`src/rtl/core/gg_pkg.sv`:
```
`default_nettype none
package gg_pkg;

  localparam int DATA_W     = 32;
  localparam int GRAD_W     = 48;
  localparam int COL_W      = 10;
  localparam int ROW_W      = 16;
  localparam int COLS_REG_W = 11;
  localparam int ROWS_REG_W = 16;
  localparam int CFG_W      = 16;

  // Configuration register indexes
  typedef enum logic [0:0] {
    CFG_GRID_COLUMNS = 1'b0,
    CFG_GRID_ROWS    = 1'b1
  } cfg_index_t;

  // Request to a gradient divider: (minuend - subtrahend) / spacing, or / (2 * spacing) when twice is set
  typedef struct packed {
    logic                     start;
    logic signed [DATA_W-1:0] minuend;
    logic signed [DATA_W-1:0] subtrahend;
    logic [DATA_W-1:0]        spacing;
    logic                     twice;
  } div_req_t;

  typedef struct packed {
    logic                     busy;
    logic signed [GRAD_W-1:0] quotient;
    logic                     zero;
  } div_res_t;

endpackage
`default_nettype wire

```
`src/rtl/core/gg_div.sv`:
```
`default_nettype none
module gg_div
  import gg_pkg::*;
(
  input  wire logic     clk,
  input  wire logic     rst,
  input  wire div_req_t req,
  output div_res_t      res
);

  localparam int MAG_W  = DATA_W + 1;
  localparam int INT_W  = GRAD_W - DATA_W - 1;
  localparam int STEPS  = GRAD_W - 1;
  localparam int CNT_W  = $clog2(STEPS + 1);

  logic signed [MAG_W-1:0] diff;
  logic [MAG_W-1:0]        mag_in;
  logic [MAG_W-1:0]        d_in;
  logic                    sat_in;
  logic [MAG_W:0]          trial;
  logic                    ge;
  logic [MAG_W-1:0]        rem_next;
  logic [STEPS-1:0]        q_new;

  logic                    busy;
  logic [CNT_W-1:0]        cnt;
  logic [MAG_W-1:0]        rem;
  logic [STEPS-1:0]        low;
  logic [STEPS-1:0]        q;
  logic                    neg;
  logic [MAG_W-1:0]        d;
  logic [GRAD_W-1:0]       quot;
  logic                    zero;

  // Operand set-up: magnitude, divisor and overflow test
  always_comb begin
    diff   = {req.minuend[DATA_W-1], req.minuend} -
             {req.subtrahend[DATA_W-1], req.subtrahend};
    mag_in = diff[MAG_W-1] ? MAG_W'(~diff + 1'b1) : MAG_W'(diff);
    d_in   = req.twice ? {req.spacing, 1'b0} : {1'b0, req.spacing};
    sat_in = {{INT_W{1'b0}}, mag_in} >= {d_in, {INT_W{1'b0}}};
  end

  // One restoring step
  always_comb begin
    trial    = {rem, low[STEPS-1]};
    ge       = trial >= {1'b0, d};
    rem_next = ge ? MAG_W'(trial - {1'b0, d}) : trial[MAG_W-1:0];
    q_new    = {q[STEPS-2:0], ge};
  end

  always_ff @(posedge clk) begin
    if (rst) begin
      busy <= 1'b0;
    end else if (req.start) begin
      neg <= diff[MAG_W-1];
      d   <= d_in;
      if (d_in == '0) begin
        quot <= '0;
        zero <= 1'b1;
        busy <= 1'b0;
      end else if (sat_in) begin
        quot <= diff[MAG_W-1] ? {1'b1, {STEPS{1'b0}}} : {1'b0, {STEPS{1'b1}}};
        zero <= 1'b0;
        busy <= 1'b0;
      end else begin
        busy <= 1'b1;
        zero <= 1'b0;
        cnt  <= CNT_W'(STEPS);
        rem  <= mag_in >> INT_W;
        low  <= {mag_in[INT_W-1:0], {DATA_W{1'b0}}};
        q    <= '0;
      end
    end else if (busy) begin
      rem <= rem_next;
      low <= {low[STEPS-2:0], 1'b0};
      q   <= q_new;
      cnt <= cnt - 1'b1;
      if (cnt == CNT_W'(1)) begin
        busy <= 1'b0;
        quot <= neg ? GRAD_W'(~{1'b0, q_new} + 1'b1) : {1'b0, q_new};
      end
    end
  end

  assign res.busy     = busy;
  assign res.quotient = quot;
  assign res.zero     = zero;

endmodule
`default_nettype wire
```
`config.mk`:
```
export PLATFORM = sky130hd
export DESIGN_NAME = gg_div
export DESIGN_NICKNAME = d
export VERILOG_FILES = /design/src/rtl/core/gg_pkg.sv /design/src/rtl/core/gg_div.sv
export SDC_FILE = /design/constraint.sdc
export NUM_CORES = 1
export LEC_CHECK = 0
export BUFFER_PORTS_ARGS = -buffer_cell sky130_fd_sc_hd__buf_2
export CELL_PAD_IN_SITES_DETAIL_PLACEMENT = 0
export CELL_PAD_IN_SITES_GLOBAL_PLACEMENT = 2
export CORE_AREA = 10 10 146 283
export DETAILED_ROUTE_END_ITERATION = 12
export DIE_AREA = 0 0 156 293
export PLACE_DENSITY = 0.86
export SLEW_MARGIN = 20
export SYNTH_ARGS = -nofsm -noshare
export SYNTH_HDL_FRONTEND = slang
export SYNTH_SLANG_ARGS = --single-unit
```
`constraint.sdc`:
```
create_clock -name clk -period 15.6 [get_ports clk]
set_input_delay 2.34 -clock clk [delete_from_list [all_inputs] [get_ports clk]]
set_output_delay 2.34 -clock clk [all_outputs]
set_load 0.01 [all_outputs]
```
==> results of run 1 <==
-- routing by layer --
metal,vias to the layer above,routed length (µm),part of all wire [%],track usage (%)
li1,5641,-,-,-
met1,5304,15700,43,19.0
met2,235,18600,51,28.1
met3,55,1590,4.3,2.93
met4,0,823,2.2,5.27
met5,-,0,0,0
-- power groups by stage --
stage	logic, mW	clock network, mW	registers [mW]
2_1_floorplan	0.401	0	0.619
3_3_place_gp	0.528	0	0.622
3_5_place_dp	0.534	0	0.623
4_1_cts	0.538	0.443	0.612
5_1_grt	0.606	0.460	0.617
6_report	0.537	0.435	0.612
-- layout by cell type (no fill, tap or decap), types with 19 or more instances in the layout --
| cell type | synthesis | routed |
|---|---|---|
| edfxtp_1 | 183 | 183 |
| buf_2 | 0 | 148 |
| a21oi_1 | 119 | 118 |
| inv_1 | 111 | 111 |
| nand2_1 | 110 | 110 |
| o21ai_0 | 110 | 110 |
| nor2_1 | 97 | 95 |
| ha_1 | 87 | 87 |
| xor2_1 | 76 | 76 |
| nor2b_1 | 55 | 55 |
| xnor2_1 | 52 | 52 |
| nor3_1 | 31 | 31 |
| a21o_1 | 27 | 27 |
| nand3_1 | 25 | 25 |
| mux2_2 | 22 | 22 |
| o21a_1 | 21 | 21 |
| mux2i_1 | 20 | 19 |
| o31ai_1 | 19 | 19 |
-- sequential cells by signal, indices dropped and copies added, names as in the netlist --
signal	flops
rem	33
neg	1
zero	1
d	33
low	15
cnt	6
q	46
busy	1
quot	48
-- area by class of cell --
class	count	area (µm²)
fill	3617	21300
multi-input combinational	1114	7640
sequential	184	5520
timing repair buffer	160	843
tap	459	574
clock buffer	18	429
inverter	112	420
clock inverter	14	153
-- worst max-delay path by stage --
stage | startpoint | slack [ns] | to | cells after the start
floorplan | req[65] | 4.03 | cnt[0] | 23
global placement | req[33] | 5.95 | q[37] | 23
detailed placement | req[33] | 5.75 | q[37] | 23
CTS | req[33] | 6.22 | q[9] | 23
global route | req[65] | 6.30 | q[10] | 24
finish | req[33] | 6.90 | q[6] | 23
-- logic make-up after synthesis --
logic type | synth area share, %
buffers and inverters | 5.02
muxes | 3.24
and+or+nand+nor | 16.4
AOI/OAI and AO/OA | 19.2
xor gates and xnor gates | 8.11
adders and majority gates | 8.16
DFF | 39.9
-- through the flow --
| step | utilization [%] | hold slack [ns] | std cells | power (mW) |
|---|---|---|---|---|
| 2_1_floorplan | - | 0.525 | 1481 | 1.02 |
| 3_3_place_gp | 40.6 | 0.542 | 2028 | 1.15 |
| 3_5_place_dp | 40.6 | 0.551 | 2028 | 1.16 |
| 4_1_cts | 42.2 | 0.565 | 2060 | 1.59 |
| 5_1_grt | 42.2 | 0.585 | 2061 | 1.68 |
| 6_report | 42.2 | 0.561 | 2061 | 1.58 |
==> key figures, run 1 <==
Yosys
  – Area fraction of the dominant cell type after synthesis: 39.8%
  – Number of flops mapped to enable cells by yosys: 183
  – Syn avg cell area: 9.33 µm²
  – Synth Instances: 1481
  – Dominant cell by count in the synthesized netlist: edfxtp_1
  – Register area share after synthesis: 39.9%
  – Yosys warns: 0
  – Yosys cell types: 74
  – #FFs+latches synth: 184
  – Post-synth top area cell: edfxtp_1
  – Synthesized area: 13800 µm²
  – Async S/R FF share, synth: 0%
  – Syn nets: 1670
  – Commonest cells post-synth: edfxtp_1, a21oi_1, inv_1, nand2_1, o21ai_0
  – Area contributors post-synth: edfxtp_1, ha_1, xor2_1
  – Top_reg_cell synth: edfxtp_1

Route
  – DR vias: 11200
  – DR iter-0 viols: 554
  – Via/cell ratio: 5.45
  – DR WL/cell: 17.8 µm
  – DRC: 0
  – DRT Pass-1 Iters: 6
  – Routed Wire Length: 36700 µm
  – ANT nets after route: 0

Setup path
  – CP most frequent cell: ha_1
  – Delay-heaviest family, CP: simple AND/OR/NAND/NOR gates
  – Slowest stage delay, CP: 0.71 ns
  – Worst R2R End: quot[44]
  – Critical Path Fanout Max: 66
  – CP Capture Type: register
  – Critical path startpoint category: input pin
  – RR Startpoint: rem[19]
  – R2r worst-path depth: 23
  – Critical path, cell by cell: buf_2 -> ha_1 -> fa_1 -> nand2b_1 -> a21oi_1 -> xnor2_1 -> o2111ai_1 -> nor3_1 -> nand4_1 -> nor4_2 -> nand3_1 -> o31a_1 -> xor2_1 -> ha_1 -> a22o_1 -> nor4_1 -> o21ai_0 -> o22ai_1 -> a211o_1 -> nor4b_1 -> a41o_1 -> nor2_4 -> buf_4
  – CP required: 15.67 ns
  – R2R Setup Slk: 8.82 ns
  – Critical path data arrival time: 8.77 ns
  – Worst Path Buf+Inv: 2
  – Critical path's slowest cell: buf_4
  – WS Path Type: in2reg

STA
  – RSZ-0062 raised after global routing: no
  – Finish-stage setup viols: 0
  – Tmin final: 8.70 ns
  – Final Hold Fails: 0
  – Maximum clock rate: 0.115 GHz
  – Max-slew violations: 0
  – Clock skew: 0.0146 ns
  – Setup TNS: 0 ns
  – Worst Tran Pin Value: 1.08 ns
  – Final worst slack: 6.90 ns
  – Max-slew headroom: 27.7%
  – Period utilization: 55.8%

Pwr
  – Switching part of the total power: 34.9%
  – Pint: 1.03 mW
  – Flop pwr share: 38.7%
  – Pwr per Cell Area: 102 nW/µm²
  – Clock network fraction of total power: 27.4%
  – Worst VDD drop: 0.0000678 V
  – LEAKAGE: 6.32 nW
  – Combinational share of power: 33.9%
  – Switching power: 0.552 mW

CTS
  – TritonCTS buffer count: 17
  – H-tree Lvls: 4
  – Max Root-Sink Buffers: 2
  – CTS tree: built
  – Clk sinks: 184
  – Post-CTS sizing: 0
  – Hold buffer count at cts: 0
  – Post CTS Setup Buffer Count: 0
  – Later-pin clock latency in the skew report: 0.45 ns
  – CTS root buffer: clkbuf_16
  – Reg clk slew, reported paths: 0.07 ns

Global route
  – Global-route wire length before repair: 59800 µm
  – Largest net degree at the start of global routing: 122
  – Antenna violations before repair: 0
  – Total GRT Usage: 16.0%
  – GRT overflow: 0
  – Vias in the first global route: 11500

Floorplan
  – Core ar.: 36900 µm²
  – DIE HEIGHT: 293 µm
  – FP Rows: 100
  – IO Pins: 150
  – Die width: 156 µm
  – Starting Density: 37.5%
  – Die area: 45700 µm²

Placed design
  – Detail Placement HPWL: 28100 µm
  – # port buffers: 149
  – Dpl cell area: 15000 µm²
  – GP Congestion: 0.876
  – Post-Place Setup Slack: 5.75 ns

Run
  – Reported max-cap violation count: 0

Hold path
  – Hold Crit Class: reg2reg
  – Worst Hold Path Cells: 1
  – Hold Crit Endpoint: low[39]
  – Hold_sp: low[38]

Run status
  – Status: completed

Layout
  – Layout area overhead: 12.7%
  – Final nets: 1778
  – Final instance area: 15600 µm²
  – Diodes inserted: 0
  – Layout cell share with drive strength beyond 1: 14.9%
No activity file was read; power rests on OpenSTA's default activity.
==> run 2: changes to the inputs <==
--- a/config.mk
+++ b/config.mk
@@ -5,12 +5,13 @@
 export SDC_FILE = /design/constraint.sdc
 export NUM_CORES = 1
 export LEC_CHECK = 0
+export ABC_AREA = 1
 export BUFFER_PORTS_ARGS = -buffer_cell sky130_fd_sc_hd__buf_2
 export CELL_PAD_IN_SITES_DETAIL_PLACEMENT = 0
 export CELL_PAD_IN_SITES_GLOBAL_PLACEMENT = 2
-export CORE_AREA = 10 10 146 283
+export CORE_AREA = 10 10 158 307
 export DETAILED_ROUTE_END_ITERATION = 12
-export DIE_AREA = 0 0 156 293
+export DIE_AREA = 0 0 168 317
 export PLACE_DENSITY = 0.86
 export SLEW_MARGIN = 20
 export SYNTH_ARGS = -nofsm -noshare
==> constraint.sdc (replaced) <==
create_clock -name clk -period 8.31 [get_ports clk]
set_input_delay 1.2465 -clock clk [delete_from_list [all_inputs] [get_ports clk]]
set_output_delay 1.2465 -clock clk [all_outputs]
set_load 0.01 [all_outputs]
==> run 2 against run 1 <==
Compared with the run above:
- largest power group unchanged
- synthesized cell count increased by 39%
- synthesized area increased by 9.2%
- final cell count increased by 34%
- register-to-register slack got worse by 5.4 ns
- critical path depth increased by 3
- via count increased by 25%
- wire length increased by 42%
- global-route usage increased by 3.2 points
- largest cell class unchanged
- final area increased by 9.2%
- combinational power increased by 100%
- worst setup slack got worse by 5.4 ns
- critical endpoint is now q[7]
==> key figures, run 2 <==
Route
  – DRT Pass-1 Iters: 5
  – DRC: 0
  – Via/cell ratio: 5.09
  – DR iter-0 viols: 698
  – Routed Wire Length: 52200 µm
  – DR vias: 14000
  – ANT nets after route: 0
  – DR WL/cell: 18.9 µm

Setup path
  – R2r worst-path depth: 24
  – Critical path's slowest cell: nor3_1
  – Slowest stage delay, CP: 0.64 ns
  – Critical path startpoint category: input pin
  – CP Capture Type: register
  – Delay-heaviest family, CP: simple AND/OR/NAND/NOR gates
  – CP required: 8.39 ns
  – Critical Path Fanout Max: 52
  – RR Startpoint: rem[2]
  – R2R Setup Slk: 3.38 ns
  – CP most frequent cell: nor2_1
  – WS Path Type: in2reg
  – Worst R2R End: quot[32]
  – Worst Path Buf+Inv: 3
  – Critical path data arrival time: 6.91 ns
  – Cell depth of the worst setup path: 26

Floorplan
  – Die width: 168 µm
  – FP Rows: 108
  – Die area: 53300 µm²
  – Starting Density: 34.8%
  – DIE HEIGHT: 317 µm
  – IO Pins: 150
  – Core ar.: 43400 µm²

CTS
  – Post CTS Setup Buffer Count: 0
  – Hold buffer count at cts: 0
  – Post-CTS sizing: 0
  – H-tree Lvls: 4
  – TritonCTS buffer count: 17
  – Clk sinks: 184
  – CTS tree: built
  – CTS root buffer: clkbuf_16
  – Max Root-Sink Buffers: 2
  – Later-pin clock latency in the skew report: 0.46 ns
  – Reg clk slew, reported paths: 0.08 ns

Hold path
  – Hold Crit Class: reg2reg
  – Hold Crit Endpoint: low[43]
  – Hold_sp: low[42]
  – Worst Hold Path Cells: 2

Run
  – Reported max-cap violation count: 0

Layout
  – Area of the multi-input gates: 8100 µm²
  – Fillcell total: 4627
  – Final nets: 2385
  – Commonest non-fill, non-tap cell in the layout: nand2_1
  – Layout cell share with drive strength beyond 1: 12.8%
  – Top flop regs: quot x48, q x46
  – Number of flip-flops in the largest register: 48
  – Non-Filler Instances: 2758
  – Layout area overhead: 12.8%
  – Diodes inserted: 0
  – Final instance area: 17000 µm²
  – Register area: 5520 µm²
  – Largest register by flop count: quot
  – Most frequent cells in the layout: nand2_1, inv_1, nor2_1

STA
  – Clock skew: 0.0151 ns
  – Period utilization: 82.2%
  – Final worst slack: 1.48 ns
  – Max-slew violations: 0
  – RSZ-0062 raised after global routing: no
  – Worst Tran Pin Value: 1.10 ns
  – Final Hold Fails: 0
  – Max-slew headroom: 25.6%
  – Maximum clock rate: 0.146 GHz
  – Finish-stage setup viols: 0
  – Tmin final: 6.83 ns
  – Setup TNS: 0 ns

Placed design
  – GP Congestion: 0.925
  – Dpl cell area: 16400 µm²
  – Detail Placement HPWL: 43200 µm
  – # port buffers: 149
  – Inst Count DP: 2726
  – Post-Place Setup Slack: 1.20 ns

Global route
  – Largest net degree at the start of global routing: 67
  – Met1 Track Usage GR: 14.9%
  – GRT overflow: 0
  – Vias in the first global route: 14600
  – Met3 Use GR: 2.03%
  – GR Layer Usage met2: 40.5%
  – Layer with the highest usage: met2
  – Total GRT Usage: 19.2%
  – Global-route wire length before repair: 79000 µm
  – Antenna violations before repair: 0

Yosys
  – Yosys cell types: 60
  – Syn nets: 2250
  – #FFs+latches synth: 184
  – Post-Synth Adder-Cell Area: 7.48%
  – Area fraction of the dominant cell type after synthesis: 36.4%
  – XOR/XNOR share of the synthesized area: 4.33%
  – Yosys warns: 0
  – Post-synth top area cell: edfxtp_1
  – Synth Instances: 2061
  – Area contributors post-synth: edfxtp_1, nand2_1, inv_1
  – Syn avg cell area: 7.32 µm²
  – Post-synthesis compound-gate area fraction: 13.0%
  – Post-synthesis mux area share: 0.133%
  – Commonest cells post-synth: nand2_1, inv_1, nor2_1, edfxtp_1, o21ai_0
  – Largest family of logic cells by synthesized area: simple AND/OR/NAND/NOR gates
  – Number of flops mapped to enable cells by yosys: 183
  – Register area share after synthesis: 36.6%
  – Dominant cell by count in the synthesized netlist: nand2_1
  – Top_reg_cell synth: edfxtp_1
  – Simple-gate share of the synthesized area: 28.5%
  – Synthesized area: 15100 µm²
  – Async S/R FF share, synth: 0%

Pwr
  – Worst VDD drop: 0.000165 V
  – Combinational share of power: 36.1%
  – Total chip power: 3.02 mW
  – Switching part of the total power: 38.5%
  – LEAKAGE: 7.88 nW
  – Pwr per Cell Area: 178 nW/µm²
  – Pint: 1.86 mW
  – Flop pwr share: 37.9%
  – Clock network fraction of total power: 26.0%
  – Switching power: 1.16 mW

Run status
  – Status: completed
==> run 2: cell count changes in the layout (fill, tap and decap cells not counted), sizes merged, moves of 18 or more <==
| cell | previous run | this run |
|---|---|---|
| xnor2 | 52 | 25 |
| nand3 | 25 | 109 |
| xor2 | 76 | 47 |
| nand4 | 18 | 40 |
| inv | 120 | 341 |
| mux2i | 20 | 2 |
| nor2 | 97 | 269 |
| o21a | 21 | 3 |
| mux2 | 22 | 0 |
| o21ai | 112 | 151 |
| nor2b | 55 | 0 |
| nand2 | 110 | 486 |
==> run 2: routing by layer <==
layer,wire [µm],vias up
li1,-,7076
met1,15500,6482
met2,31000,344
met3,1390,129
met4,4320,0
met5,0,-
==> run 2: worst max-delay path by stage <==
| stage | start | endpoint | slack (ns) |
|---|---|---|---|
| 2_1_floorplan | req[65] | cnt[0] | 0.36 |
| 3_3_place_gp | req[40] | q[22] | 1.25 |
| 3_5_place_dp | req[40] | q[16] | 1.20 |
| 4_1_cts | req[40] | low[34] | 1.68 |
| 5_1_grt | req[40] | q[8] | 1.41 |
| 6_report | req[40] | q[7] | 1.48 |
==> run 2: power by group through the flow <==
stage / Combinational (mW) / Clock, mW / Sequential, mW
final: 1.09 / 0.786 / 1.15
after global routing: 1.23 / 0.839 / 1.15
after CTS: 1.10 / 0.805 / 1.15
after detailed placement: 1.09 / 0 / 1.17
after global placement: 1.09 / 0 / 1.16
after floorplan: 0.762 / 0 / 1.16
==> run 2: final cells by class <==
class / instances / share of cell area (%)
Clock buffer: 17 / 2.50
Multi-Input combinational cell: 1489 / 47.6
Inverter: 338 / 7.46
Tap cell: 550 / 4.04
Sequential cell: 184 / 32.4
Clock inverter: 14 / 0.779
Timing Repair Buffer: 166 / 5.22
==> run 2: metrics by stage <==
stage,utilization (%),hold WS [ns]
3_5_place_dp,37.9,0.521
2_1_floorplan,-,0.500
3_3_place_gp,37.9,0.517
4_1_cts,39.2,0.524
6_report,39.2,0.528
5_1_grt,39.2,0.561
==> run 2: cells by family (layout without fill, tap and decap cells) <==
| logic type | Yosys count | count (layout) |
|---|---|---|
| AO/OA/AOI/OAI | 344 | 344 |
| XOR/XNOR | 72 | 72 |
| adder cells (fa/ha/maj) | 89 | 89 |
| buffers and inverters | 388 | 535 |
| flip-flops | 184 | 184 |
| multiplexers | 2 | 2 |
| AND/OR/NAND/NOR | 982 | 982 |
==> run 2: worst min-delay path, cell delays in order, from the launching register on <==
cell      delay (ns)
edfxtp_1        0.32
nand2_1         0.05
o21ai_0         0.06
==> run 3: changes to the inputs <==
--- a/config.mk
+++ b/config.mk
@@ -9,10 +9,10 @@
 export BUFFER_PORTS_ARGS = -buffer_cell sky130_fd_sc_hd__buf_2
 export CELL_PAD_IN_SITES_DETAIL_PLACEMENT = 0
 export CELL_PAD_IN_SITES_GLOBAL_PLACEMENT = 2
-export CORE_AREA = 10 10 158 307
+export CORE_AREA = 10 10 165 321
 export DETAILED_ROUTE_END_ITERATION = 12
-export DIE_AREA = 0 0 168 317
-export PLACE_DENSITY = 0.86
+export DIE_AREA = 0 0 175 331
+export PLACE_DENSITY = 0.83
 export SLEW_MARGIN = 20
 export SYNTH_ARGS = -nofsm -noshare
 export SYNTH_HDL_FRONTEND = slang
==> constraint.sdc (replaced) <==
create_clock -name clk -period 5.9 [get_ports clk]
set_input_delay 0.885 -clock clk [delete_from_list [all_inputs] [get_ports clk]]
set_output_delay 0.885 -clock clk [all_outputs]
set_load 0.01 [all_outputs]
==> run 3 against run 2 <==
Compared with the run above:
- global-route usage down 2.1 points
- sequential power up 40%
- register-to-register slack worse by 2.5 ns
- flip-flop and latch count unchanged
- final cell count up 3.7%
- worst setup slack worse by 1.0 ns
- sequential share of layout area down 0.87 points
- via count down 1.1%
- first-iteration DRC count up 28%
- highest routed layer unchanged
==> key figures, run 3 (synthesized netlist as in run 2, its figures left out) <==
Pwr
  – LEAKAGE: 8.01 nW
  – Pwr per Cell Area: 250 nW/µm²
  – Worst VDD drop: 0.000215 V

Route
  – DR iter-0 viols: 892
  – ANT nets after route: 0
  – Via/cell ratio: 4.85
  – DRC: 0
  – DRT Pass-1 Iters: 5
  – Routed Wire Length: 50000 µm
  – DR vias: 13900
  – DR WL/cell: 17.5 µm

Setup path
  – Critical path startpoint category: input pin
  – Critical Path Fanout Max: 19
  – RR Startpoint: rem[1]
  – WS Path Type: in2reg
  – R2r worst-path depth: 24
  – CP required: 6.07 ns
  – Delay-heaviest family, CP: simple AND/OR/NAND/NOR gates
  – CP Capture Type: register
  – Critical path's slowest cell: nor3_1
  – CP most frequent cell: nand2_1
  – Worst Path Buf+Inv: 4
  – Critical path data arrival time: 5.62 ns
  – Worst R2R End: quot[38]
  – R2R Setup Slk: 0.92 ns
  – Slowest stage delay, CP: 0.42 ns

Layout
  – Final core occ: 36.5%
  – Final nets: 2398
  – Non-Filler Instances: 2860
  – Top flop regs: quot x48, q x46
  – Number of flip-flops in the largest register: 48
  – Layout cell share with drive strength beyond 1: 14.5%
  – Diodes inserted: 0
  – Layout area overhead: 15.9%
  – Largest register by flop count: quot
  – Most frequent cells in the layout: nand2_1, inv_1, nor2_1
  – Commonest non-fill, non-tap cell in the layout: nand2_1

Run status
  – Status: completed

CTS
  – Hold buffer count at cts: 0
  – Reg clk slew, reported paths: 0.08 ns
  – H-tree Lvls: 4
  – Later-pin clock latency in the skew report: 0.47 ns
  – Post CTS Setup Buffer Count: 0
  – TritonCTS buffer count: 17
  – Post-CTS sizing: 0
  – Clk sinks: 184
  – CTS tree: built
  – CTS root buffer: clkbuf_16
  – Max Root-Sink Buffers: 2

Placed design
  – # port buffers: 149
  – Inst Count DP: 2828
  – Detail Placement HPWL: 41200 µm
  – GP Congestion: 0.899

STA
  – Max-slew headroom: 25.5%
  – Worst Tran Pin Value: 1.12 ns
  – Maximum clock rate: 0.184 GHz
  – Period utilization: 92.3%
  – Tmin final: 5.45 ns
  – Setup TNS: 0 ns
  – Max-slew violations: 0
  – Final Hold Fails: 0
  – Finish-stage setup viols: 0
  – RSZ-0062 raised after global routing: no
  – Clock skew: 0.0148 ns

Global route
  – Antenna violations before repair: 0
  – Vias in the first global route: 13800
  – Total GRT Usage: 17.1%
  – GRT overflow: 0
  – Global-route wire length before repair: 77700 µm
  – Largest net degree at the start of global routing: 73

Floorplan
  – Core ar.: 47900 µm²
  – Die width: 175 µm
  – DIE HEIGHT: 331 µm
  – IO Pins: 150
  – Starting Density: 31.5%
  – FP Rows: 114
  – Die area: 57900 µm²

Hold path
  – Hold_sp: low[43]
  – Worst Hold Path Cells: 2
  – Hold Crit Class: reg2reg
  – Hold Crit Endpoint: low[44]

Run
  – Reported max-cap violation count: 0
## run 3: cell types whose count changed in the layout (fill, tap and decap cells not counted), moves of 3 or more
cell,delta
buf_4,+7
nand2_1,-7
nand2_2,+7
buf_12,+6
clkinv_8,+6
ha_1,-5
ha_4,+4
clkinv_4,-3
## run 3: how the worst max path moves through the flow
stage / start / end / cells after the start
2_1_floorplan: req[65] / cnt[0] / 29
4_1_cts: req[42] / rem[3] / 26
6_report: req[42] / rem[3] / 26
3_3_place_gp: req[42] / q[25] / 26
3_5_place_dp: req[42] / q[28] / 26
5_1_grt: req[42] / rem[3] / 28
## run 3: layout make-up
class / instances / area, µm²
clock buffer: 17 / 425
clock inverter: 15 / 196
fill: 5231 / 30400
inverter: 338 / 1280
multi-input combinational: 1489 / 8210
sequential: 184 / 5520
tap: 638 / 798
timing repair buffer: 179 / 1060
## run 3: per-layer routing
metal  wire [µm]  global-route usage (%)
met1       20600                    19.8
met2       26100                    31.4
met3        1760                    2.05
met4        1540                    6.59
met5           0                       0
## run 3: power by group
part | total (mW) | internal, mW | switching (mW)
Combinational | 1.57 | 0.534 | 1.03
Sequential | 1.61 | 1.57 | 0.0490
Clock | 1.19 | 0.579 | 0.615
## run 3: metrics by stage
step	hold slack [ns]	power [mW]	area (µm²)	setup WS, ns
2_1_floorplan	0.500	2.72	15200	-0.149
3_3_place_gp	0.510	3.22	16900	-0.0177
3_5_place_dp	0.516	3.22	16900	0.0725
4_1_cts	0.537	4.42	17500	0.549
5_1_grt	0.572	4.68	17500	0.115
6_report	0.536	4.38	17500	0.453
## run 3: tightest hold or removal path: cells and delay by family (launching register included)
kind            cells  cell delay [ns]
simple gates        1             0.05
flops               1             0.33
compound gates      1             0.06
